`src/hdl/qrs_pkg.sv`:
```
`default_nettype none

package qrs_pkg;

    // Field and datapath widths
    localparam int LP_W   = 22;                  // low-pass output, wraps
    localparam int HP_W   = 28;                  // high-pass output, Q.5, wraps
    localparam int DV_W   = 31;                  // derivative, exact
    localparam int MAG_W  = 30;                  // derivative magnitude
    localparam int VAL_W  = 48;                  // squared, integrator, levels
    localparam int CFG_W  = 48;                  // configuration data

    // Filter taps
    localparam int LP_DEPTH    = 12;
    localparam int LP_TAP_MID  = 5;
    localparam int HP_DEPTH    = 33;
    localparam int HP_TAP_A    = 15;
    localparam int HP_TAP_B    = 16;
    localparam int HP_FRAC     = 5;
    localparam int DV_DEPTH    = 4;

    // Square and window
    localparam int SQ_SHIFT      = 8;
    localparam int WINDOW_TAPS   = 30;
    localparam int SQ_LINE_DEPTH = WINDOW_TAPS - 1;
    localparam int INT_SHIFT     = 5;
    // 30 values below 2^48 stay below 2^53, so the window sum fits this width
    // and the scaled output fits VAL_W without saturation
    localparam int WIN_W         = VAL_W + INT_SHIFT;

    // Peak averaging
    localparam int PEAK_AVG_DEPTH = 8;
    localparam int AVG_SHIFT      = $clog2(PEAK_AVG_DEPTH);
    localparam int PSUM_W         = VAL_W + AVG_SHIFT;
    localparam int THR_W          = VAL_W + 3;

    // Pipeline: input, low-pass, high-pass, derivative, square, window, output
    localparam int NSTAGE = 7;

    // Configuration register indexes
    localparam int CFG_IDX_W = 2;
    localparam logic [CFG_IDX_W-1:0] CFG_THRESHOLD_INIT    = 2'd0;
    localparam logic [CFG_IDX_W-1:0] CFG_SIGNAL_LEVEL_INIT = 2'd1;
    localparam logic [CFG_IDX_W-1:0] CFG_NOISE_LEVEL_INIT  = 2'd2;

    typedef struct packed {
        logic lp;
        logic hp;
    } t_filt_ld;

    typedef struct packed {
        logic dv;
        logic sq;
        logic integ;
    } t_energy_ld;

    typedef struct packed {
        logic                 we;
        logic [CFG_IDX_W-1:0] idx;
        logic [CFG_W-1:0]     data;
    } t_cfg_wr;

endpackage

`default_nettype wire

```
`src/hdl/qrs_filter.sv`:
```
`default_nettype none

module qrs_filter #(
    parameter int SAMPLE_BITS = 12
) (
    input  wire logic                     i_clk,
    input  wire logic                     i_rst_n,
    input  wire qrs_pkg::t_filt_ld        i_ld,
    input  wire logic [SAMPLE_BITS-1:0]   i_sample,
    output logic [qrs_pkg::HP_W-1:0]      o_hp
);
    import qrs_pkg::*;

    logic [SAMPLE_BITS-1:0] r_lp_x [LP_DEPTH];
    logic [LP_W-1:0]        r_lp_y0;
    logic [LP_W-1:0]        r_lp_y1;
    logic [LP_W-1:0]        n_lp;
    logic [LP_W-1:0]        r_hp_x [HP_DEPTH];
    logic [HP_W-1:0]        r_hp;
    logic [HP_W-1:0]        n_hp;

    function automatic logic [HP_W-1:0] sext_lp(input logic [LP_W-1:0] v);
        return {{(HP_W-LP_W){v[LP_W-1]}}, v};
    endfunction

    // all terms are taken modulo 2^LP_W / 2^HP_W, which gives the wrap
    always_comb begin
        n_lp = (r_lp_y0 << 1) - r_lp_y1 + LP_W'(i_sample)
             - (LP_W'(r_lp_x[LP_TAP_MID]) << 1) + LP_W'(r_lp_x[LP_DEPTH-1]);
        n_hp = r_hp
             + ((sext_lp(r_hp_x[HP_TAP_A]) - sext_lp(r_hp_x[HP_TAP_B])) << HP_FRAC)
             + sext_lp(r_hp_x[HP_DEPTH-1]) - sext_lp(r_lp_y0);
    end

    always_ff @(posedge i_clk) begin
        if (!i_rst_n) begin
            for (int i = 0; i < LP_DEPTH; i++) r_lp_x[i] <= '0;
            for (int i = 0; i < HP_DEPTH; i++) r_hp_x[i] <= '0;
            r_lp_y0 <= '0;
            r_lp_y1 <= '0;
            r_hp    <= '0;
        end else begin
            if (i_ld.lp) begin
                r_lp_x[0] <= i_sample;
                for (int i = 1; i < LP_DEPTH; i++) r_lp_x[i] <= r_lp_x[i-1];
                r_lp_y1 <= r_lp_y0;
                r_lp_y0 <= n_lp;
            end
            if (i_ld.hp) begin
                r_hp_x[0] <= r_lp_y0;
                for (int i = 1; i < HP_DEPTH; i++) r_hp_x[i] <= r_hp_x[i-1];
                r_hp <= n_hp;
            end
        end
    end

    assign o_hp = r_hp;

endmodule

`default_nettype wire

```
`config.mk`:
```
export PLATFORM = sky130hd
export DESIGN_NAME = qrs_filter
export DESIGN_NICKNAME = d
export VERILOG_FILES = /design/src/hdl/qrs_pkg.sv /design/src/hdl/qrs_filter.sv
export SDC_FILE = /design/constraint.sdc
export NUM_CORES = 1
export LEC_CHECK = 0
export ABC_AREA = 1
export ABC_CLOCK_PERIOD_IN_PS = 23000
export BUFFER_PORTS_ARGS = -buffer_cell sky130_fd_sc_hd__buf_2
export CORE_UTILIZATION = 48
export CTS_CLUSTER_DIAMETER = 120
export DETAILED_ROUTE_END_ITERATION = 8
export PLACE_DENSITY_LB_ADDON = 0.15
export SLEW_MARGIN = 10
export SYNTH_ARGS = -nofsm -noshare
export SYNTH_HDL_FRONTEND = slang
export SYNTH_SLANG_ARGS = --single-unit
```
`constraint.sdc`:
```
create_clock -name i_clk -period 23 [get_ports i_clk]
set_input_delay 4.6 -clock i_clk [delete_from_list [all_inputs] [get_ports i_clk]]
set_output_delay 4.6 -clock i_clk [all_outputs]
set_load 0.05 [all_outputs]
```
# Yosys cells after proc, flatten, opt, wreduce, memory -nomap -nowiden
# Memories as Yosys holds them, arrays and structs flattened.
# Index checks and enable logic that the tools add are counted.
[totals]
register_bits = 72
mem_bits_rw = 870
out_inout_bits = 28
n_memories = 2
[mem_list]
columns = ["name", "words", "word_bits", "read_ports", "rd_clocked_by_memory_dff", "write_ports", "line", "rtl"]
rows = [
  ["r_hp_x", 33, 22, 33, 0, 33, "qrs_filter.sv:18", "logic [LP_W-1:0] r_hp_x [HP_DEPTH];"],
  ["r_lp_x", 12, 12, 12, 0, 12, "qrs_filter.sv:14", "logic [SAMPLE_BITS-1:0] r_lp_x [LP_DEPTH];"],
]
[classes]
n_addsub = 8
n_mux = 52
n_bitwise = 45
[op_table]
columns = ["operator", "n"]
rows = [
  ["$mux W22", 33],
  ["$mux W12", 12],
  ["$add A28 B28 Y28", 2],
  ["$or A1 B1 Y1", 45],
  ["$add A22 B12 Y22", 2],
  ["$sub A28 B28 Y28", 1],
  ["$sub A22 B22 Y23", 1],
  ["$sub A22 B13 Y22", 1],
  ["$sub A22 B22 Y22", 1],
  ["$mux W1", 7],
]

# Logic depth before layout (Yosys ltp)
[depth]
depth_word = 4
depth_mapped = 28
depth_no_buf = 28

# Worst setup path after synthesis
# OpenSTA, ideal clock, no wires.
[synth_path]
path_kind = "input to register"
startpoint = "input i_rst_n"
endpoint = "register r_hp[0] (netlist: o_hp[0])"
setup_ns = 0.741
arrival_ns = 19.309
t_required_ns = 22.259
slack_ns = 2.951
cell_stages = 5
n_path_buf = 1
cell_sequence = "buf_4 inv_1 nor2_1 inv_1 o21ai_0"
[synth_rtl]
columns = ["item", "line", "rtl"]
rows = [
  ["start, declared", "qrs_filter.sv:7", "input wire logic i_rst_n,"],
  ["end signal, assigned", "qrs_filter.sv:52", "r_hp <= n_hp;"],
  ["end, declared", "qrs_filter.sv:19", "logic [HP_W-1:0] r_hp;"],
]

==> impl_metrics.tcl <==
set metrics [dict create \
    cts_tree "built" \
    num_vias 24000 \
    cts_resized 0 \
    muxShareOfSynthArea_pct 0 \
    die_x_um 298 \
    crit_required_ns 23.27 \
    crit_path_end_kind "flop" \
    first_global_vias 23400 \
    synth_area_leaders "edfxtp_1 62%, inv_1 9.9%, nor2_1 8.3%" \
    clock_latency_ns 0.67 \
    hold_path.class "reg2reg" \
    post-route-period-util_pct 33.2 \
    multiInputGateArea_sq_um 9890 \
    grt_max_degree 217 \
    ff_latch_area_sq_um 27600 \
    grt_pass1_wl_mm 122 \
    startpoint "i_rst_n" \
    vias_per_cell 4.57 \
    reg2reg_slack_ns 18.09 \
    rsz0062_at_grt "no" \
    hold_viol 0 \
    synthFlopType "edfxtp_1" \
    p_sw_w 0.00200 \
    die_y_um 298 \
    ctsRootBufferMaster "clkbuf_16" \
    start_util_pct 48.5 \
    worstPathArrival_ns 7.90 \
    cp-endpoint "r_hp_x[12][15]$_SDFFCE_PN0P_" \
    clock_skew_ns 0.0277 \
    yosys.area_share.adder_pct 7.10 \
    comb_power_share_pct 34.2 \
    dieArea_sq_um 88900 \
    criticalPathCategory "in2reg" \
    cp_max_fo 197 \
    cts_hold_buffers 0 \
    wire_per_inst_um 14.2 \
    path_cells "buf_2 -> inv_1 -> nor2_2 -> buf_4 -> inv_8 -> buf_12 -> buf_4" \
    syn_area_per_cell_sq_um 10.6 \
    grt_usage_pct 17.2 \
    clockBufferDepth 3 \
    r2r-start "r_hp_x[16][0]$_SDFFCE_PN0P_" \
    power.leakage_nw 19.8 \
    syn_to_final_growth_pct 10.6 \
    synth_top_cell_area_share_pct 62.0 \
    cts_sinks 942 \
    final_cells 5259 \
    grt.overflow.total 0 \
    fillers 7753 \
    n_antenna_cell 0 \
    cts_buffers 100 \
    worstHoldPathCells 2 \
    worst-r2r-cell-count 25 \
    yosys.area.top_type "edfxtp_1" \
    maxSlewHeadroom_pct 25.1 \
    synth_warnings 0 \
    coreArea_sq_um 86900 \
    gp_congestion 0.879 \
    holdWs_ns 0.462 \
    worstMarginPinSlew_ns 1.12 \
    drc_errors 0 \
    p_int_w 0.00351 \
    num_rows 108 \
    synthCells 3973 \
    synth-compound-area-share_pct 3.01 \
    dp.cells 5078 \
    status "complete, no violations" \
    min_period_ns 7.63 \
    setup_violations 0 \
    hpwl_mm 47.2 \
    finalWirelength_mm 74.8 \
    power.density_nw_per_um2 118 \
    synth_simple_gate_area_share_pct 12.8 \
    p_seq_share_pct 37.8 \
    final_antenna_net_count 0 \
    drive_gt1_share_pct 5.90 \
    utilization_pct 53.6 \
    clk_pin_slew_ns 0.06 \
    htreeDepth 3 \
    synth_nets 4177 \
    synth_cell_type_count 39 \
    antenna_found_initial 2 \
    io_buffers 43 \
    synth_area_sq_um 42100 \
    ys_ff_latch 942 \
    clock.fmax_mhz 131 \
    fin_ws_ns 15.37 \
    synthArstFlopShare_pct 0 \
    postCtsSetupBuffers 0 \
    drv_slew 0 \
    slowest_stage "buf_4" \
    synth_top_family_by_area "simple AND/OR/NAND/NOR gates" \
    synth-edff-count 870 \
    first_iter_violations 1773 \
    timing.setup.tns_ns 0 \
    critPathMostFrequentCell "buf_4" \
    pre_cts_slack_ns 14.51 \
    ir_drop_uv 70.4 \
    power_frac_clock_pct 28.1 \
    slowest_delay_ns 0.98 \
    switching_share_pct 36.3 \
    r2r-end "o_hp[27]$_SDFFE_PN0P_" \
    firstDrtPassIters 5 \
    fin_nets 4229 \
    start_kind "input port" \
    io_pins 44 \
    ys_seq_area_share_pct 65.4 \
    synth_xor_area_share_pct 0.478 \
    maxCapViolations 0 \
    final_cell_mix "1105 x inv_1, 929 x nor2_1, 870 x edfxtp_1" \
    layout_commonest_cell "inv_1" \
]
[sequential cells by signal, indices dropped and copies added (netlist names)]
signal,cells
o_hp,28
r_lp_y1,22
r_lp_y0,22
r_lp_x,144
r_hp_x,726
[Yosys cell counts, drive strengths merged (2+ instances only)]
cell type and n:
dfxtp 72, a21boi 4, nand4 15, o22ai 21, a21oi 90, ha 103, o21ai 96, xnor2 9
o21a 2, nor3 17, nand3 58, buf 94, and2 2, nor2 938, clkbuf 14, edfxtp 870
inv 1108, nand2 339, o211ai 2, a21o 4, xor2 14, o21bai 6, fa 85, nand3b 7
[stage by stage]
step | area, sq um | total power [W]
after floorplan | 42100 | 0.00354
after global placement | 43400 | 0.00400
after detailed placement | 43400 | 0.00400
after CTS | 46600 | 0.00558
after global routing | 46600 | 0.00592
final | 46600 | 0.00551
[kinds of logic (layout without fill, tap and decap cells)]
logic type | Yosys count | after routing
and+or+nand+nor | 1378 | 1378
buffers and inverters | 1216 | 1347
DFF | 942 | 942
AOI/OAI and AO/OA | 226 | 226
adders and majority gates | 188 | 188
xor gates and xnor gates | 23 | 23
[critical path, delay by kind of cell]
family	cells	cell delay, ns
AND/OR/NAND/NOR	1	0.04
buffers and inverters	6	3.12
[cell type report]
cell class | count | area share [%]
inverters | 1108 | 8.96
flip-flops and latches | 942 | 59.2
clock inverters | 59 | 1.13
clock buffers | 122 | 5.61
repair buffers | 58 | 0.784
multi-input cells | 1815 | 21.2
well taps | 1155 | 3.10
[layer usage]
metal  track usage [%]  vias up  wire length (um)
li1                  -    12300                 -
met1              24.7    11300             36500
met2              26.9      266             33800
met3              3.18      119              2770
met4              4.92        0              1780
met5                 0        -                 0
[worst min-delay path by stage]
| stage | from | to | slack, ns |
|---|---|---|---|
| after floorplan | r_lp_y0[13]$_SDFFE_PN0P_ | r_lp_y0[13]$_SDFFE_PN0P_ | 0.43 |
| after CTS | r_lp_y1[18]$_SDFFE_PN0P_ | r_lp_y1[18]$_SDFFE_PN0P_ | 0.47 |
| after global placement | r_lp_y1[13]$_SDFFE_PN0P_ | r_lp_y1[13]$_SDFFE_PN0P_ | 0.44 |
| final | r_lp_y0[17]$_SDFFE_PN0P_ | r_lp_y0[17]$_SDFFE_PN0P_ | 0.46 |
| after global routing | r_lp_y1[16]$_SDFFE_PN0P_ | r_lp_y1[16]$_SDFFE_PN0P_ | 0.49 |
| after detailed placement | r_lp_y1[18]$_SDFFE_PN0P_ | r_lp_y1[18]$_SDFFE_PN0P_ | 0.45 |
[power groups by stage]
stage | registers (W) | logic (W) | clock network [W]
detailed placement | 0.00212 | 0.00188 | 0
finish | 0.00208 | 0.00188 | 0.00155
global route | 0.00210 | 0.00217 | 0.00165
floorplan | 0.00218 | 0.00136 | 0
global placement | 0.00212 | 0.00188 | 0
CTS | 0.00209 | 0.00190 | 0.00159
Note: power is estimated with default switching activity, not from simulation.
