<file path="src/hdl/qrs_pkg.sv">
`default_nettype none

package qrs_pkg;

    // Field and datapath widths
    localparam int LP_W   = 22;                  // low-pass output, wraps
    localparam int HP_W   = 28;                  // high-pass output, Q.5, wraps
    localparam int DV_W   = 31;                  // derivative, exact
    localparam int MAG_W  = 30;                  // derivative magnitude
    localparam int VAL_W  = 48;                  // squared, integrator, levels
    localparam int CFG_W  = 48;                  // configuration data

    // Filter taps
    localparam int LP_DEPTH    = 12;
    localparam int LP_TAP_MID  = 5;
    localparam int HP_DEPTH    = 33;
    localparam int HP_TAP_A    = 15;
    localparam int HP_TAP_B    = 16;
    localparam int HP_FRAC     = 5;
    localparam int DV_DEPTH    = 4;

    // Square and window
    localparam int SQ_SHIFT      = 8;
    localparam int WINDOW_TAPS   = 30;
    localparam int SQ_LINE_DEPTH = WINDOW_TAPS - 1;
    localparam int INT_SHIFT     = 5;
    // 30 values below 2^48 stay below 2^53, so the window sum fits this width
    // and the scaled output fits VAL_W without saturation
    localparam int WIN_W         = VAL_W + INT_SHIFT;

    // Peak averaging
    localparam int PEAK_AVG_DEPTH = 8;
    localparam int AVG_SHIFT      = $clog2(PEAK_AVG_DEPTH);
    localparam int PSUM_W         = VAL_W + AVG_SHIFT;
    localparam int THR_W          = VAL_W + 3;

    // Pipeline: input, low-pass, high-pass, derivative, square, window, output
    localparam int NSTAGE = 7;

    // Configuration register indexes
    localparam int CFG_IDX_W = 2;
    localparam logic [CFG_IDX_W-1:0] CFG_THRESHOLD_INIT    = 2'd0;
    localparam logic [CFG_IDX_W-1:0] CFG_SIGNAL_LEVEL_INIT = 2'd1;
    localparam logic [CFG_IDX_W-1:0] CFG_NOISE_LEVEL_INIT  = 2'd2;

    typedef struct packed {
        logic lp;
        logic hp;
    } t_filt_ld;

    typedef struct packed {
        logic dv;
        logic sq;
        logic integ;
    } t_energy_ld;

    typedef struct packed {
        logic                 we;
        logic [CFG_IDX_W-1:0] idx;
        logic [CFG_W-1:0]     data;
    } t_cfg_wr;

endpackage

`default_nettype wire

</file>
<file path="src/hdl/qrs_energy.sv">
`default_nettype none

module qrs_energy (
    input  wire logic                     i_clk,
    input  wire logic                     i_rst_n,
    input  wire qrs_pkg::t_energy_ld      i_ld,
    input  wire logic [qrs_pkg::HP_W-1:0] i_hp,
    output logic [qrs_pkg::HP_W-1:0]      o_bp,
    output logic [qrs_pkg::VAL_W-1:0]     o_cur
);
    import qrs_pkg::*;

    logic [HP_W-1:0]          r_dv_line [DV_DEPTH];
    logic signed [DV_W-1:0]   r_dv;
    logic signed [DV_W-1:0]   n_dv;
    logic [DV_W-1:0]          w_abs;
    logic [MAG_W-1:0]         w_mag;
    logic [2*MAG_W-1:0]       w_prod;
    logic [2*MAG_W-SQ_SHIFT-1:0] w_shifted;
    logic [VAL_W-1:0]         n_sq;
    logic [VAL_W-1:0]         r_sq;
    logic [HP_W-1:0]          r_sq_bp;
    logic [VAL_W-1:0]         r_sq_line [SQ_LINE_DEPTH];
    logic [WIN_W-1:0]         r_win;
    logic [WIN_W-1:0]         w_sum;
    logic [VAL_W-1:0]         r_cur;
    logic [HP_W-1:0]          r_int_bp;

    function automatic logic signed [DV_W-1:0] sext_hp(input logic [HP_W-1:0] v);
        return $signed({{(DV_W-HP_W){v[HP_W-1]}}, v});
    endfunction

    always_comb begin
        // derivative, exact in DV_W bits
        n_dv = (sext_hp(i_hp) <<< 1) + sext_hp(r_dv_line[0])
             - sext_hp(r_dv_line[2]) - (sext_hp(r_dv_line[3]) <<< 1);
        // square of the magnitude, truncated to Q.8, saturate
        w_abs     = r_dv[DV_W-1] ? DV_W'(-r_dv) : DV_W'(r_dv);
        w_mag     = w_abs[MAG_W-1:0];
        w_prod    = w_mag * w_mag;
        w_shifted = w_prod[2*MAG_W-1:SQ_SHIFT];
        n_sq      = (|w_shifted[2*MAG_W-SQ_SHIFT-1:VAL_W]) ? '1 : w_shifted[VAL_W-1:0];
        // window: newest square plus the running sum of the older ones
        w_sum     = WIN_W'(r_sq) + r_win;
    end

    always_ff @(posedge i_clk) begin
        if (!i_rst_n) begin
            for (int i = 0; i < DV_DEPTH; i++) r_dv_line[i] <= '0;
            for (int i = 0; i < SQ_LINE_DEPTH; i++) r_sq_line[i] <= '0;
            r_win <= '0;
        end else begin
            if (i_ld.dv) begin
                r_dv_line[0] <= i_hp;
                for (int i = 1; i < DV_DEPTH; i++) r_dv_line[i] <= r_dv_line[i-1];
            end
            if (i_ld.integ) begin
                r_sq_line[0] <= r_sq;
                for (int i = 1; i < SQ_LINE_DEPTH; i++) r_sq_line[i] <= r_sq_line[i-1];
                r_win <= w_sum - WIN_W'(r_sq_line[SQ_LINE_DEPTH-1]);
            end
        end
    end

    // stage payload registers
    always_ff @(posedge i_clk) begin
        if (i_ld.dv) begin
            r_dv <= n_dv;
        end
        if (i_ld.sq) begin
            r_sq    <= n_sq;
            r_sq_bp <= r_dv_line[0];
        end
        if (i_ld.integ) begin
            r_cur    <= w_sum[WIN_W-1:INT_SHIFT];
            r_int_bp <= r_sq_bp;
        end
    end

    assign o_bp  = r_int_bp;
    assign o_cur = r_cur;

endmodule

`default_nettype wire

</file>
<file path="config.mk">
export PLATFORM = sky130hd
export DESIGN_NAME = qrs_energy
export DESIGN_NICKNAME = d
export VERILOG_FILES = /design/src/hdl/qrs_pkg.sv /design/src/hdl/qrs_energy.sv
export SDC_FILE = /design/constraint.sdc
export NUM_CORES = 2
export LEC_CHECK = 0
export BUFFER_PORTS_ARGS = -buffer_cell sky130_fd_sc_hd__buf_2
export CELL_PAD_IN_SITES_DETAIL_PLACEMENT = 0
export CELL_PAD_IN_SITES_GLOBAL_PLACEMENT = 1
export CORE_MARGIN = 2
export CORE_UTILIZATION = 48
export CTS_CLUSTER_SIZE = 30
export DETAILED_ROUTE_END_ITERATION = 6
export GPL_TIMING_DRIVEN = 0
export MAX_ROUTING_LAYER = met4
export PLACE_DENSITY_LB_ADDON = 0.1
export SLEW_MARGIN = 0
export SYNTH_ARGS = -nofsm -noshare
export SYNTH_HDL_FRONTEND = slang
export SYNTH_SLANG_ARGS = --single-unit
</file>
<file path="constraint.sdc">
create_clock -name i_clk -period 29.5 [get_ports i_clk]
set_input_delay 1.475 -clock i_clk [delete_from_list [all_inputs] [get_ports i_clk]]
set_output_delay 1.475 -clock i_clk [all_outputs]
set_load 0.005 [all_outputs]
</file>
-- After elaboration in Yosys (flattened, before gate mapping)
Memory sizes are Yosys's and may differ from the RTL's.
Cells that the tools add are included.
- bits in registers: 236
- bits in writable memories: 1504
- memories: 2
- add/sub/neg operators: 6
- multiply operators: 1
- muxes and demuxes: 41
- bitwise operators: 33
- reductions and logical operators: 1
- memory list (name ; depth ; bits a word ; read ports ; clocked after memory_dff ; wr ports ; RTL line ; text):
    r_sq_line ; 29 ; 48 ; 29 ; 0 ; 29 ; qrs_energy.sv:23 ; logic [VAL_W-1:0] r_sq_line [SQ_LINE_DEPTH];
    r_dv_line ; 4 ; 28 ; 4 ; 0 ; 4 ; qrs_energy.sv:13 ; logic [HP_W-1:0] r_dv_line [DV_DEPTH];
- operator list (kind ; count):
    2-to-1 mux 48 bit ; 29
    2-to-1 mux 28 bit ; 4
    multiplier 30 x 30 -> 60 bit ; 1
    adder 48 x 53 -> 53 bit ; 1
    subtractor 53 x 48 -> 53 bit ; 1
    OR 1 bit ; 33
    subtractor 30 x 28 -> 31 bit ; 1
    subtractor 31 x 29 -> 31 bit ; 1
    adder 29 x 28 -> 30 bit ; 1
    2-to-1 mux 30 bit ; 1
    negator 30 bit ; 1
    2-to-1 mux 1 bit ; 7
    OR reduction 4 bit ; 1

-- Depth between registers and ports, before layout
- word-level depth: 4
- gate-level depth with buffers: 44

-- Least setup slack after synthesis
No wires, ideal clock.
- kind: input to register
- from: in i_ld[0] (netlist bit)
- to: mem r_sq_line[0][0], enable pin
- setup time: 1715 ps
- data arrival time: 29028 ps
- required time: 27785 ps
- setup slack: -1243 ps
- cell stages on the path: 5
- path buffers: 3
- path through: clkbuf_1 > clkbuf_1 > nor2_1 > clkbuf_1 > inv_1
- RTL lines (item ; RTL line ; text):
    start: declaration ; qrs_energy.sv:6 ; input wire qrs_pkg::t_energy_ld i_ld,
    end: declaration ; qrs_energy.sv:23 ;

-- Worst setup path after layout
- from: reg r_dv[0]
- to: reg r_sq[29] (data pin)
- cells in the longest elaborated chain, start to end: 4
- ends and longest elaborated chain (item ; RTL line ; text):
    start: declaration ; qrs_energy.sv:14 ; logic signed [DV_W-1:0] r_dv;
    start signal: assignment ; qrs_energy.sv:68 ; r_dv <= n_dv;
    negator 30 bit ; qrs_energy.sv:38 ; w_abs = r_dv[DV_W-1] ? DV_W'(-r_dv) : DV_W'(r_dv);
    2-to-1 mux 30 bit (*) ; qrs_energy.sv:38 ;
    multiplier 30 x 30 -> 60 bit (*) ; qrs_energy.sv:40 ; w_prod = w_mag * w_mag;
    OR reduction 4 bit ; qrs_energy.sv:42 ; n_sq = (|w_shifted[2*MAG_W-SQ_SHIFT-1:VAL_W]) ? '1 : w_shifted[VAL_W-1:0];
    end signal: assignment ; qrs_energy.sv:71 ; r_sq <= n_sq;
    end: declaration ; qrs_energy.sv:21 ; logic [VAL_W-1:0] r_sq;
Every way passes the cells marked *; elsewhere a longest branch is shown, timed or not.
A chain may end at the register's enable or synchronous reset.

==> metrics.md <==
| Metric | Value |
|---|---|
| Clk buf depth | `3` |
| Vias in the first global route | `59657` |
| Avg Vias per Cell | `5.331` |
| Final setup viols | `0` |
| Final cell count without fillers | `10869` |
| Port bufs | `107` |
| Post-DP HPWL | `198600 µm` |
| First-pass DRT Iterations | `5` |
| Total Routed Length | `254000 µm` |
| Commonest cells post-synth | `1687 x edfxtp_1, 1054 x inv_1, 992 x and3_1, 756 x fa_1, 540 x and2_1` |
| FILL cells | `17349` |
| Area Growth Syn to Fin | `10.97%` |
| Relative slew slack | `-0.02436` |
| Most area-hungry cell type in the Yosys netlist | `edfxtp_1` |
| Fin Hold WS | `0.4189 ns` |
| Cell Count Post-Placement | `10528` |
| # DRC | `0` |
| CP dominant cell by count | `fa_1` |
| CP Max Fanout | `10` |
| EDFF count, synth | `1687` |
| Final Hold Vio Count | `0` |
| Period minus WS final | `14.13 ns` |
| Die height | `453.6 µm` |
| Worst Path Arrival | `14.67 ns` |
| CTS tree | `done` |
| Ranking of synthesized cells by area | `edfxtp_1 52%, fa_1 16%, and3_1 6.4%` |
| Initial DRC Count | `4497` |
| Final-stage net count | `9201` |
| Max-cap violations | `1` |
| Core area | `201500 µm²` |
| Status | `finished, violations left` |
| Top-area cell type share of the netlist area | `0.5220` |
| Max Freq | `70.75 MHz` |
| Congestion Overflow GR | `0` |
| Largest net degree at the start of global routing | `63` |
| CTS sink count | `1740` |
| Cell variety after synth | `80` |
| Final Cell Area | `107700 µm²` |
| Most common cell in the netlist | `edfxtp_1` |
| First-pass GRT wire length | `374900 µm` |
| Final ANT Viol Nets | `0` |
| Area post-placement | `101800 µm²` |
| Final period util | `0.4791` |
| Ports | `109` |
| Vias | `57948` |
| Worst hold path class | `reg2reg` |
| CTS hold repair buffers | `0` |
| Die area | `205800 µm²` |
| Avg Cell Area, Syn | `12.59 µm²` |
| Flops & latches, synth | `1740` |
| Post-synth ARST share | `0` |
| Depth of the worst hold-timing path | `0` |
| Crit end category | `register` |
| H-tree depth | `4` |
| Setup bufs post-CTS | `0` |
| Initial core utilization | `0.4816` |
| Die X | `453.6 µm` |
| Critical path class | `reg2reg` |
| Failing checks | `capacitance limit, slew limit` |
| Synthesized area | `97040 µm²` |
| Initial antenna violation count | `22` |
| Worst r2r path cells | `36` |
| CP required | `30.03 ns` |
| Clock slew at reported path FFs | `0.06 ns` |
| Syn_nets | `8871` |
| GP Congestion | `0.9425` |
| Cts bufs inserted | `182` |
| Root buf cell | `clkbuf_16` |
| Post-Syn Instances | `7710` |
| Fraction of layout cells with a size suffix above 1 | `0.05484` |
| Max Slew Vio Count | `6` |
| Slowest cell delay on critical path | `0.98 ns` |
| Row Count | `165` |
| Slew @ Worst Pin | `1.520 ns` |
| Top FF cell, synth | `edfxtp_1` |
| Warnings, synthesis | `0` |
| CTS resizes | `0` |
| Skew-Pair Late Insertion Delay | `0.86 ns` |
| Crit-path slowest cell | `xor2_1` |
| Total Routing Usage GR | `0.2561` |
| Unrepaired setup endpoints after global routing | `false` |
| Seq/Total Area, Yosys | `0.5330` |
| WL per Instance | `23.37 µm` |
| Worst Skew | `0.05953 ns` |
| Worst setup SP type | `register` |
sequential cells by signal (all words and copies together), names as in the netlist:
signal,count
o_cur,48
r_win,53
r_dv_line,112
r_dv,31
r_sq_line,1392
r_sq,48
o_bp,28
r_sq_bp,28
per-stage QoR:
step / utilization / setup TNS, ns / worst slack, ns
final: 0.5344 / 0 / 15.37
after floorplan: - / 0 / 5.385
after global routing: 0.5344 / 0 / 14.91
after global placement: 0.5009 / -7732.59 / -5.819
after CTS: 0.5342 / 0 / 15.54
after detailed placement: 0.5051 / 0 / 15.61
worst paths after layout:
kind	start	endpoint	slack [ns]
max	r_dv[0]	r_sq[29]	15.37
min	r_sq_bp[8]	o_bp[8]	0.42
min reg2reg	r_sq_bp[8]	o_bp[8]	0.42
max reg2reg	r_dv[0]	r_sq[29]	15.37
worst max-delay path, delay by kind of cell, from the launching register on:
family                     cells  cell delay, ns
buffers and inverters         12            3.67
DFF                            1            0.36
xor gates and xnor gates       2            1.10
adders and majority gates     10            4.76
and+or+nand+nor                7            2.19
AOI/OAI and AO/OA              5            1.73
logic make-up (layout without fill, tap and decap cells):
group,Yosys count,after routing,synth area share
AND/OR/NAND/NOR,2455,2455,0.1394
buffers and inverters,1482,1959,0.05780
AO/OA/AOI/OAI,667,667,0.04403
flip-flops,1740,1740,0.5330
XOR/XNOR,213,213,0.01922
multiplexers,25,25,0.002605
other,0,10,0
adder cells (fa/ha/maj),1128,1128,0.2039
layout make-up:
cell class                 instances  area, µm²  area share
clock inverter                   100       1049    0.009737
multi-input combinational       4488      39780      0.3694
clock buffer                     231       4822     0.04478
antenna                           10      25.02   0.0002324
sequential                      1740      51720      0.4803
tap                             2672       3343     0.03105
buffer                           419       1624     0.01508
timing repair buffer             146       1325     0.01230
inverter                        1063       3994     0.03709
layer usage:
layer  global-route usage  wire length (µm)
met1               0.3238            105600
met2               0.4249            126900
met3              0.03458             12170
met4              0.08965              9308
met5                    -                 0
placed cells by master (no fill, tap or decap), types with 23 or more instances in the layout:
cell type / count
nor3_1: 28
o21a_1: 25
nor2_1: 314
o21ai_0: 107
ha_1: 372
o21bai_1: 37
edfxtp_1: 1687
xor2_1: 73
nand4_1: 38
clkinv_2: 30
a21oi_1: 206
buf_12: 33
nand3_1: 41
nand2b_1: 25
a31oi_1: 26
inv_1: 1053
clkinv_1: 40
dfxtp_1: 53
clkbuf_16: 185
mux2i_1: 23
xnor2_1: 131
buf_2: 109
and3_1: 992
and2_1: 540
nand2_1: 413
a21o_1: 113
fa_1: 756
clkbuf_1: 440
o21ai_1: 25
Power is left out: the tool's default activity adds up to more than one toggle a clock period on the data nets, which glitch-free logic cannot reach.
