File: src/hdl/qrs_pkg.sv
`default_nettype none

package qrs_pkg;

    // Field and datapath widths
    localparam int LP_W   = 22;                  // low-pass output, wraps
    localparam int HP_W   = 28;                  // high-pass output, Q.5, wraps
    localparam int DV_W   = 31;                  // derivative, exact
    localparam int MAG_W  = 30;                  // derivative magnitude
    localparam int VAL_W  = 48;                  // squared, integrator, levels
    localparam int CFG_W  = 48;                  // configuration data

    // Filter taps
    localparam int LP_DEPTH    = 12;
    localparam int LP_TAP_MID  = 5;
    localparam int HP_DEPTH    = 33;
    localparam int HP_TAP_A    = 15;
    localparam int HP_TAP_B    = 16;
    localparam int HP_FRAC     = 5;
    localparam int DV_DEPTH    = 4;

    // Square and window
    localparam int SQ_SHIFT      = 8;
    localparam int WINDOW_TAPS   = 30;
    localparam int SQ_LINE_DEPTH = WINDOW_TAPS - 1;
    localparam int INT_SHIFT     = 5;
    // 30 values below 2^48 stay below 2^53, so the window sum fits this width
    // and the scaled output fits VAL_W without saturation
    localparam int WIN_W         = VAL_W + INT_SHIFT;

    // Peak averaging
    localparam int PEAK_AVG_DEPTH = 8;
    localparam int AVG_SHIFT      = $clog2(PEAK_AVG_DEPTH);
    localparam int PSUM_W         = VAL_W + AVG_SHIFT;
    localparam int THR_W          = VAL_W + 3;

    // Pipeline: input, low-pass, high-pass, derivative, square, window, output
    localparam int NSTAGE = 7;

    // Configuration register indexes
    localparam int CFG_IDX_W = 2;
    localparam logic [CFG_IDX_W-1:0] CFG_THRESHOLD_INIT    = 2'd0;
    localparam logic [CFG_IDX_W-1:0] CFG_SIGNAL_LEVEL_INIT = 2'd1;
    localparam logic [CFG_IDX_W-1:0] CFG_NOISE_LEVEL_INIT  = 2'd2;

    typedef struct packed {
        logic lp;
        logic hp;
    } t_filt_ld;

    typedef struct packed {
        logic dv;
        logic sq;
        logic integ;
    } t_energy_ld;

    typedef struct packed {
        logic                 we;
        logic [CFG_IDX_W-1:0] idx;
        logic [CFG_W-1:0]     data;
    } t_cfg_wr;

endpackage

`default_nettype wire

File: src/hdl/qrs_threshold.sv
`default_nettype none

module qrs_threshold (
    input  wire logic                      i_clk,
    input  wire logic                      i_rst_n,
    input  wire logic                      i_ld,
    input  wire qrs_pkg::t_cfg_wr          i_cfg,
    input  wire logic [qrs_pkg::VAL_W-1:0] i_cur,
    input  wire logic [qrs_pkg::HP_W-1:0]  i_bp,
    output logic [qrs_pkg::HP_W-1:0]       o_bp,
    output logic [qrs_pkg::VAL_W-1:0]      o_integrated,
    output logic                           o_qrs
);
    import qrs_pkg::*;

    logic [VAL_W-1:0]  r_hist0;
    logic [VAL_W-1:0]  r_hist1;
    logic [VAL_W-1:0]  r_tp;
    logic              r_flag;
    logic [VAL_W-1:0]  r_sig_store   [PEAK_AVG_DEPTH];
    logic [VAL_W-1:0]  r_noise_store [PEAK_AVG_DEPTH];
    logic [PSUM_W-1:0] r_sig_sum;
    logic [PSUM_W-1:0] r_noise_sum;
    logic [VAL_W-1:0]  r_sig_lvl;
    logic [VAL_W-1:0]  r_noise_lvl;
    logic [VAL_W-1:0]  r_thr;
    logic [HP_W-1:0]   r_bp;
    logic [VAL_W-1:0]  r_int;

    logic              w_rise;
    logic [VAL_W-1:0]  w_tp;
    logic              w_above;
    logic              w_close;
    logic              w_peak_sig;
    logic [PSUM_W-1:0] w_sig_sum;
    logic [PSUM_W-1:0] w_noise_sum;
    logic [VAL_W-1:0]  w_sig_lvl;
    logic [VAL_W-1:0]  w_noise_lvl;
    logic [VAL_W-1:0]  w_thr;

    function automatic logic [VAL_W-1:0] thr_mix(input logic [VAL_W-1:0] noise,
                                                 input logic [VAL_W-1:0] sig);
        logic [THR_W-1:0] acc;
        acc = (THR_W'(noise) << 1) + THR_W'(noise) + THR_W'(sig);
        return acc[VAL_W+1:2];
    endfunction

    always_comb begin
        w_rise  = i_cur > r_hist1;
        w_tp    = (w_rise && (i_cur > r_tp)) ? i_cur : r_tp;
        w_above = w_tp > r_thr;
        // a closing fall needs no rise, so the tracked peak is the stored one
        w_close = !w_rise && ({i_cur, 1'b0} < {1'b0, r_tp});
        w_peak_sig  = r_tp > r_thr;
        w_sig_sum   = r_sig_sum + PSUM_W'(r_tp) - PSUM_W'(r_sig_store[PEAK_AVG_DEPTH-1]);
        w_noise_sum = r_noise_sum + PSUM_W'(r_tp)
                    - PSUM_W'(r_noise_store[PEAK_AVG_DEPTH-1]);
        w_sig_lvl   = w_sig_sum[PSUM_W-1:AVG_SHIFT];
        w_noise_lvl = w_noise_sum[PSUM_W-1:AVG_SHIFT];
        w_thr       = w_peak_sig ? thr_mix(r_noise_lvl, w_sig_lvl)
                                 : thr_mix(w_noise_lvl, r_sig_lvl);
    end

    always_ff @(posedge i_clk) begin
        if (!i_rst_n) begin
            r_hist0     <= '0;
            r_hist1     <= '0;
            r_tp        <= '0;
            r_flag      <= 1'b0;
            for (int i = 0; i < PEAK_AVG_DEPTH; i++) begin
                r_sig_store[i]   <= '0;
                r_noise_store[i] <= '0;
            end
            r_sig_sum   <= '0;
            r_noise_sum <= '0;
            r_sig_lvl   <= '0;
            r_noise_lvl <= '0;
            r_thr       <= '0;
        end else if (i_ld) begin
            r_hist0 <= i_cur;
            r_hist1 <= r_hist0;
            if (w_close) begin
                r_flag <= 1'b0;
                r_tp   <= '0;
                r_thr  <= w_thr;
                if (w_peak_sig) begin
                    r_sig_store[0] <= r_tp;
                    for (int i = 1; i < PEAK_AVG_DEPTH; i++)
                        r_sig_store[i] <= r_sig_store[i-1];
                    r_sig_sum <= w_sig_sum;
                    r_sig_lvl <= w_sig_lvl;
                end else begin
                    r_noise_store[0] <= r_tp;
                    for (int i = 1; i < PEAK_AVG_DEPTH; i++)
                        r_noise_store[i] <= r_noise_store[i-1];
                    r_noise_sum <= w_noise_sum;
                    r_noise_lvl <= w_noise_lvl;
                end
            end else begin
                r_tp <= w_tp;
                if (w_above) r_flag <= 1'b1;
            end
        end else if (i_cfg.we) begin
            unique case (i_cfg.idx)
                CFG_THRESHOLD_INIT:    r_thr       <= i_cfg.data[VAL_W-1:0];
                CFG_SIGNAL_LEVEL_INIT: r_sig_lvl   <= i_cfg.data[VAL_W-1:0];
                CFG_NOISE_LEVEL_INIT:  r_noise_lvl <= i_cfg.data[VAL_W-1:0];
                default: ;
            endcase
        end
    end

    always_ff @(posedge i_clk) begin
        if (i_ld) begin
            r_bp  <= i_bp;
            r_int <= i_cur;
        end
    end

    assign o_bp         = r_bp;
    assign o_integrated = r_int;
    assign o_qrs        = r_flag;

endmodule

`default_nettype wire

File: config.mk
export PLATFORM = sky130hd
export DESIGN_NAME = qrs_threshold
export DESIGN_NICKNAME = d
export VERILOG_FILES = /design/src/hdl/qrs_pkg.sv /design/src/hdl/qrs_threshold.sv
export SDC_FILE = /design/constraint.sdc
export NUM_CORES = 2
export LEC_CHECK = 0
export CAP_MARGIN = 10
export CORE_ASPECT_RATIO = 0.7
export CORE_MARGIN = 5
export CORE_UTILIZATION = 30
export CTS_CLUSTER_SIZE = 25
export DETAILED_ROUTE_END_ITERATION = 10
export DONT_BUFFER_PORTS = 1
export GPL_ROUTABILITY_DRIVEN = 0
export PLACE_DENSITY_LB_ADDON = 0.05
export SLEW_MARGIN = 10
export SYNTH_ARGS = -nofsm -noshare
export SYNTH_HDL_FRONTEND = slang
export SYNTH_SLANG_ARGS = --single-unit
File: constraint.sdc
create_clock -name i_clk -period 15.1 [get_ports i_clk]
set_input_delay 2.265 -clock i_clk [delete_from_list [all_inputs] [get_ports i_clk]]
set_output_delay 2.265 -clock i_clk [all_outputs]
set_load 0.05 [all_outputs]
After elaboration in Yosys (flattened, before gate mapping) --
Memories as Yosys holds them, arrays and structs flattened. Index checks and enable logic that the tools add are counted.
Storage, ports and cells: flip-flop bits (word level) 467, latch bits 0, memory bits (writable) 768, memory bits (read-only) 0, output and inout port bits 77, word-level logic and storage cells 109, memories kept 2
Memory list:
- r_noise_store | depth 8, width 48, read ports 8, clocked after memory_dff 0, wr ports 8, RTL line qrs_threshold.sv:21 | logic [VAL_W-1:0] r_noise_store [PEAK_AVG_DEPTH];
- r_sig_store | depth 8, width 48, read ports 8, clocked after memory_dff 0, wr ports 8, RTL line qrs_threshold.sv:20 | logic [VAL_W-1:0] r_sig_store [PEAK_AVG_DEPTH];
Operators by class: $add $sub $neg 8, multiply operators 0, div/mod/pow operators 0, magnitude comparators 5, eq/ne operators 5, shift-type cells 0, multiplexer cells 46, bitwise operators 17, reduce and logical (&&, ||, !) cells 15
Operators with widths (count):
- 48-bit two-way mux | 33
- 48-bit greater-than comparator | 4
- 51-bit by 48-bit adder with 51-bit output | 2
- 51-bit by 48-bit subtractor with 51-bit output | 2
- 49-bit by 48-bit adder with 50-bit output | 2
- 50-bit by 48-bit adder with 50-bit output | 2
- 49-bit by 48-bit less-than comparator with 1-bit output | 1
- 1-bit OR | 16
- 1-bit two-way mux | 13
- 2-bit nonzero test | 5
- 3-bit AND reduction | 3
- 4-bit AND reduction | 2
- 2-bit by 1-bit != test with 1-bit output (second input constant) | 2
- 2-bit by 1-bit == test with 1-bit output (second input constant) | 1
- 2-bit == test (second input constant) | 1
- 1-bit logical AND | 2
- 2-bit zero test | 1
- 2-bit != test (second input constant) | 1
- 2-bit AND reduction | 1
- 1-bit zero test | 1
- 1-bit NOT | 1

Logic depth before layout (Yosys ltp) --
depth in word-level cells 8, mapped depth 28, mapped depth without buffers 27

Worst setup path after synthesis --
OpenSTA, ideal clock, no wires.
path kind input port to flip-flop, start point input port i_cur[12] (netlist bit), end point memory r_sig_store[0][0] (enable), arrival 11.930 ns, required time 14.367 ns, slack 2.437 ns, stages 12, path buffers 2, cells stage by stage ha_1 -> and3_1 -> a221o_1 -> a221oi_2 -> o211ai_1 -> a211o_1 -> a21oi_2 -> and3_1 -> buf_6 -> buf_2 -> nor2_2 -> inv_1
RTL lines:
- start: declaration | RTL line qrs_threshold.sv:8 | input wire logic [qrs_pkg::VAL_W-1:0] i_cur,
- end: declaration | RTL line qrs_threshold.sv:20

Worst setup path after layout --
start point register r_tp[2], end point register r_thr[43]
On the way: cells in the longest elaborated chain, start to end 7
RTL lines:
- start: declaration | RTL line qrs_threshold.sv:18 | logic [VAL_W-1:0] r_tp;
- start signal: assignment | RTL line qrs_threshold.sv:100 | r_tp <= w_tp;
- 51-bit by 48-bit adder with 51-bit output | RTL line qrs_threshold.sv:56 | w_noise_sum = r_noise_sum + PSUM_W'(r_tp)
- 51-bit by 48-bit subtractor with 51-bit output | RTL line qrs_threshold.sv:57 | - PSUM_W'(r_noise_store[PEAK_AVG_DEPTH-1]);
- named net w_noise_sum[33] | RTL line qrs_threshold.sv:36 | logic [PSUM_W-1:0] w_noise_sum;
- 49-bit by 48-bit adder with 50-bit output | RTL line qrs_threshold.sv:44 | acc = (THR_W'(noise) << 1) + THR_W'(noise) + THR_W'(sig);
- 50-bit by 48-bit adder with 50-bit output | RTL line qrs_threshold.sv:44
- 48-bit two-way mux | RTL line qrs_threshold.sv:60 | w_thr = w_peak_sig ? thr_mix(r_noise_lvl, w_sig_lvl)
- 48-bit two-way mux | RTL line qrs_threshold.sv:82 | if (w_close) begin
- 48-bit two-way mux | RTL line qrs_threshold.sv:79 | end else if (i_ld) begin
- end signal: assignment | RTL line qrs_threshold.sv:85 | r_thr <= w_thr;
- end signal: assignment | RTL line qrs_threshold.sv:105 | CFG_THRESHOLD_INIT: r_thr <= i_cfg.data[VAL_W-1:0];
- end: declaration | RTL line qrs_threshold.sv:26 | logic [VAL_W-1:0] r_thr;
The timed path passes the listed nets, and every way through them passes these cells. The select of a mux whose other input is x is not followed. A chain may end at the register's enable or synchronous reset.

==> metrics.csv <==
metric;value;unit
post-cts-setup-buffers;0;
worstPathArrival;8.90;ns
drcViolationCount;0;
crit_fanout;6;
holdCritPathClass;reg2reg;
critPathLaunchType;flip-flop;
synth_edf_count;844;
numCtsBuffers;150;
vdd_drop_max;0.000104;V
ys_ff_latch;1235;
rsz0062_at_grt;no;
synthFlopType;edfxtp_1;
cts_tree;done;
ctsHoldBuffers;0;
firstDrtPassIters;5;
postLayoutSetupSlackWorst;6.93;ns
port_buffers;0;
rows;146;
hold_violations;0;
finalCritPeriodShare;54.1;%
postSynthCellCount;6298;
synth-simple-area-share;13.9;%
grt_antenna_before_repair;40;
start_util;30.1;%
die_area;236000;sq um
instances_no_fill;9393;
clk_path_buf_depth;4;
setup_viol;0;
async_flop_share;0;%
leakagePower;31.4;nW
synth-compound-area-share;12.6;%
synth.net_count;7055;
core_region_area;226000;sq um
crit_path_end_kind;flip-flop;
synth.avg_cell_area;10.8;sq um
maxSlewHeadroom;19.0;%
totalWireLength;240000;microns
area_growth_syn_to_layout;11.9;%
slew_violations;0;
grt_pass1_wl;345000;microns
grt_pass1_vias;46200;
worst_ep_required_time;15.82;ns
worst_pin_slew;1.21;ns
n_fill_cell;22900;
ant_nets;0;
cts-resized-gates;0;
fmax;0.122;GHz
synth_top_family_by_area;simple AND/OR/NAND/NOR gates;
yosysUniqueCellTypes;98;
io_pins;207;
yosysSeqAreaShare;48.9;%
vias;47500;
synthXorXnorAreaFrac;2.23;%
dp.cells;9123;
cts_sinks;1235;
mostFrequentLayoutCell;edfxtp_1;
final_cell_mix;edfxtp_1, inv_1, and2_1, ha_1, nor2_1;
muxShareOfSynthArea;3.12;%
outcome;completed;
viasPerCell;5.05;
ys_warn_count;0;
placed_area;71100;sq um
drtIter0Drc;4221;
grt_max_degree;525;
hpwl;173000;microns
die_h;408;microns
root_buffer;clkbuf_16;
p_per_area;163;nW/um^2
dp_slack;6.75;ns
tns;0;ns
grt_usage;19.9;%
cts.clk_slew.worst_paths;0.06;ns
synth_adder_area_share;13.7;%
max-cap-violations;0;
die_w;578;microns
h-tree-depth;4;
final_area;75900;sq um
wl_per_cell;25.5;microns
worstSetupPathType;reg2reg;
fin_nets;6998;
drive_gt1_share;6.30;%
period_needed;8.17;ns
clkLatencyLatePin;0.83;ns
grt_overflow;0;
finClkSkew;0.0872;ns
totalPowerFinal;12.3;mW
synth_area;67900;sq um
[registers in the layout, summed over array words and instances (netlist names)]
name           cells
r_noise_lvl       48
o_bp              28
r_sig_store      384
o_integrated      48
r_noise_store    384
r_noise_sum       51
r_tp              48
r_thr             48
o_qrs              1
r_hist1           48
r_sig_sum         51
r_sig_lvl         48
r_hist0           48
[worst paths after layout]
path / startpoint / endpoint / slack [ns] / cells past startpoint
setup reg to reg: r_tp[2]$_SDFFE_PN0P_ / r_thr[43]$_SDFFE_PN0P_ / 6.93 / 27
hold reg to reg: r_sig_lvl[4]$_SDFFE_PN0P_ / r_sig_lvl[4]$_SDFFE_PN0P_ / 0.46 / 2
hold / removal: r_sig_lvl[4]$_SDFFE_PN0P_ / r_sig_lvl[4]$_SDFFE_PN0P_ / 0.46 / 2
setup / recovery: r_tp[2]$_SDFFE_PN0P_ / r_thr[43]$_SDFFE_PN0P_ / 6.93 / 27
[metrics by stage]
step                      util, %  hold slack (ns)
after floorplan                 -            0.425
after global placement       31.5            0.438
after detailed placement     31.5            0.448
after CTS                    33.6            0.455
after global routing         33.6            0.481
final                        33.7            0.456
[critical path, stage by stage (launching register included)]
cell and delay [ns]:
dfxtp_1 0.40, inv_1 0.24, fa_1 0.59, inv_1 0.04, ha_1 0.34, o21ai_1 0.13, o21ai_1 0.38, a31oi_1 0.19
o41ai_1 0.79, o22ai_1 0.18, buf_4 0.24, o31ai_1 0.55, a31oi_1 0.19, xnor2_1 0.35, inv_1 0.15, fa_1 0.54
inv_1 0.05, ha_1 0.38, a21oi_1 0.28, o211ai_1 0.12, o22ai_1 0.26, o21ai_0 0.25, nand3_1 0.28, inv_1 0.08
or3_1 0.39, o2111a_1 0.27, a211o_1 0.28, o21ai_1 0.12
[per-layer routing]
metal	vias to the layer above	track usage, %	wire [microns]
met3	260	3.92	15200
met2	1313	26.6	93000
met1	23700	32.4	127000
met4	6	3.74	4390
li1	22200	-	-
met5	-	0	41
[report_power, final]
part           switching [mW]  leakage, nW  internal (mW)
clock                    1.51         2.32           2.12
combinational            3.09         17.2           1.62
sequential              0.174         11.9           3.84
[cell usage after synthesis (155+ instances only)]
cell type  instances  area (sq um)
and3_1           280          1750
o21ai_0          214          1070
clkbuf_1         188           706
a21oi_1          390          1950
dfxtp_1          391          7830
a21o_1           155          1160
fa_1             192          3840
nand2_1          258           968
edfxtp_1         844         25300
ha_1             435          5440
inv_1            669          2510
nor2_1           414          1550
and2_1           458          2870
[kinds of logic (layout without fill, tap and decap cells)]
| kind of cell | Yosys count | in the layout |
|---|---|---|
| adders and majority gates | 627 | 627 |
| AOI/OAI and AO/OA | 1309 | 1309 |
| muxes | 205 | 205 |
| and+or+nand+nor | 1782 | 1782 |
| xor gates and xnor gates | 172 | 172 |
| DFF | 1235 | 1235 |
| other | 0 | 11 |
| buffers and inverters | 968 | 1018 |
[final cells by class]
class	instances	area, sq um	share of cell area [%]
Inverter	671	2540	3.35
Antenna cell	11	27.5	0.0363
Multi-Input combinational cell	4095	30900	40.8
Clock buffer	198	4110	5.41
Clock inverter	61	659	0.868
Sequential cell	1235	33200	43.7
Timing Repair Buffer	88	673	0.887
Tap cell	3034	3800	5.00
No activity file was read; power rests on OpenSTA's default activity.
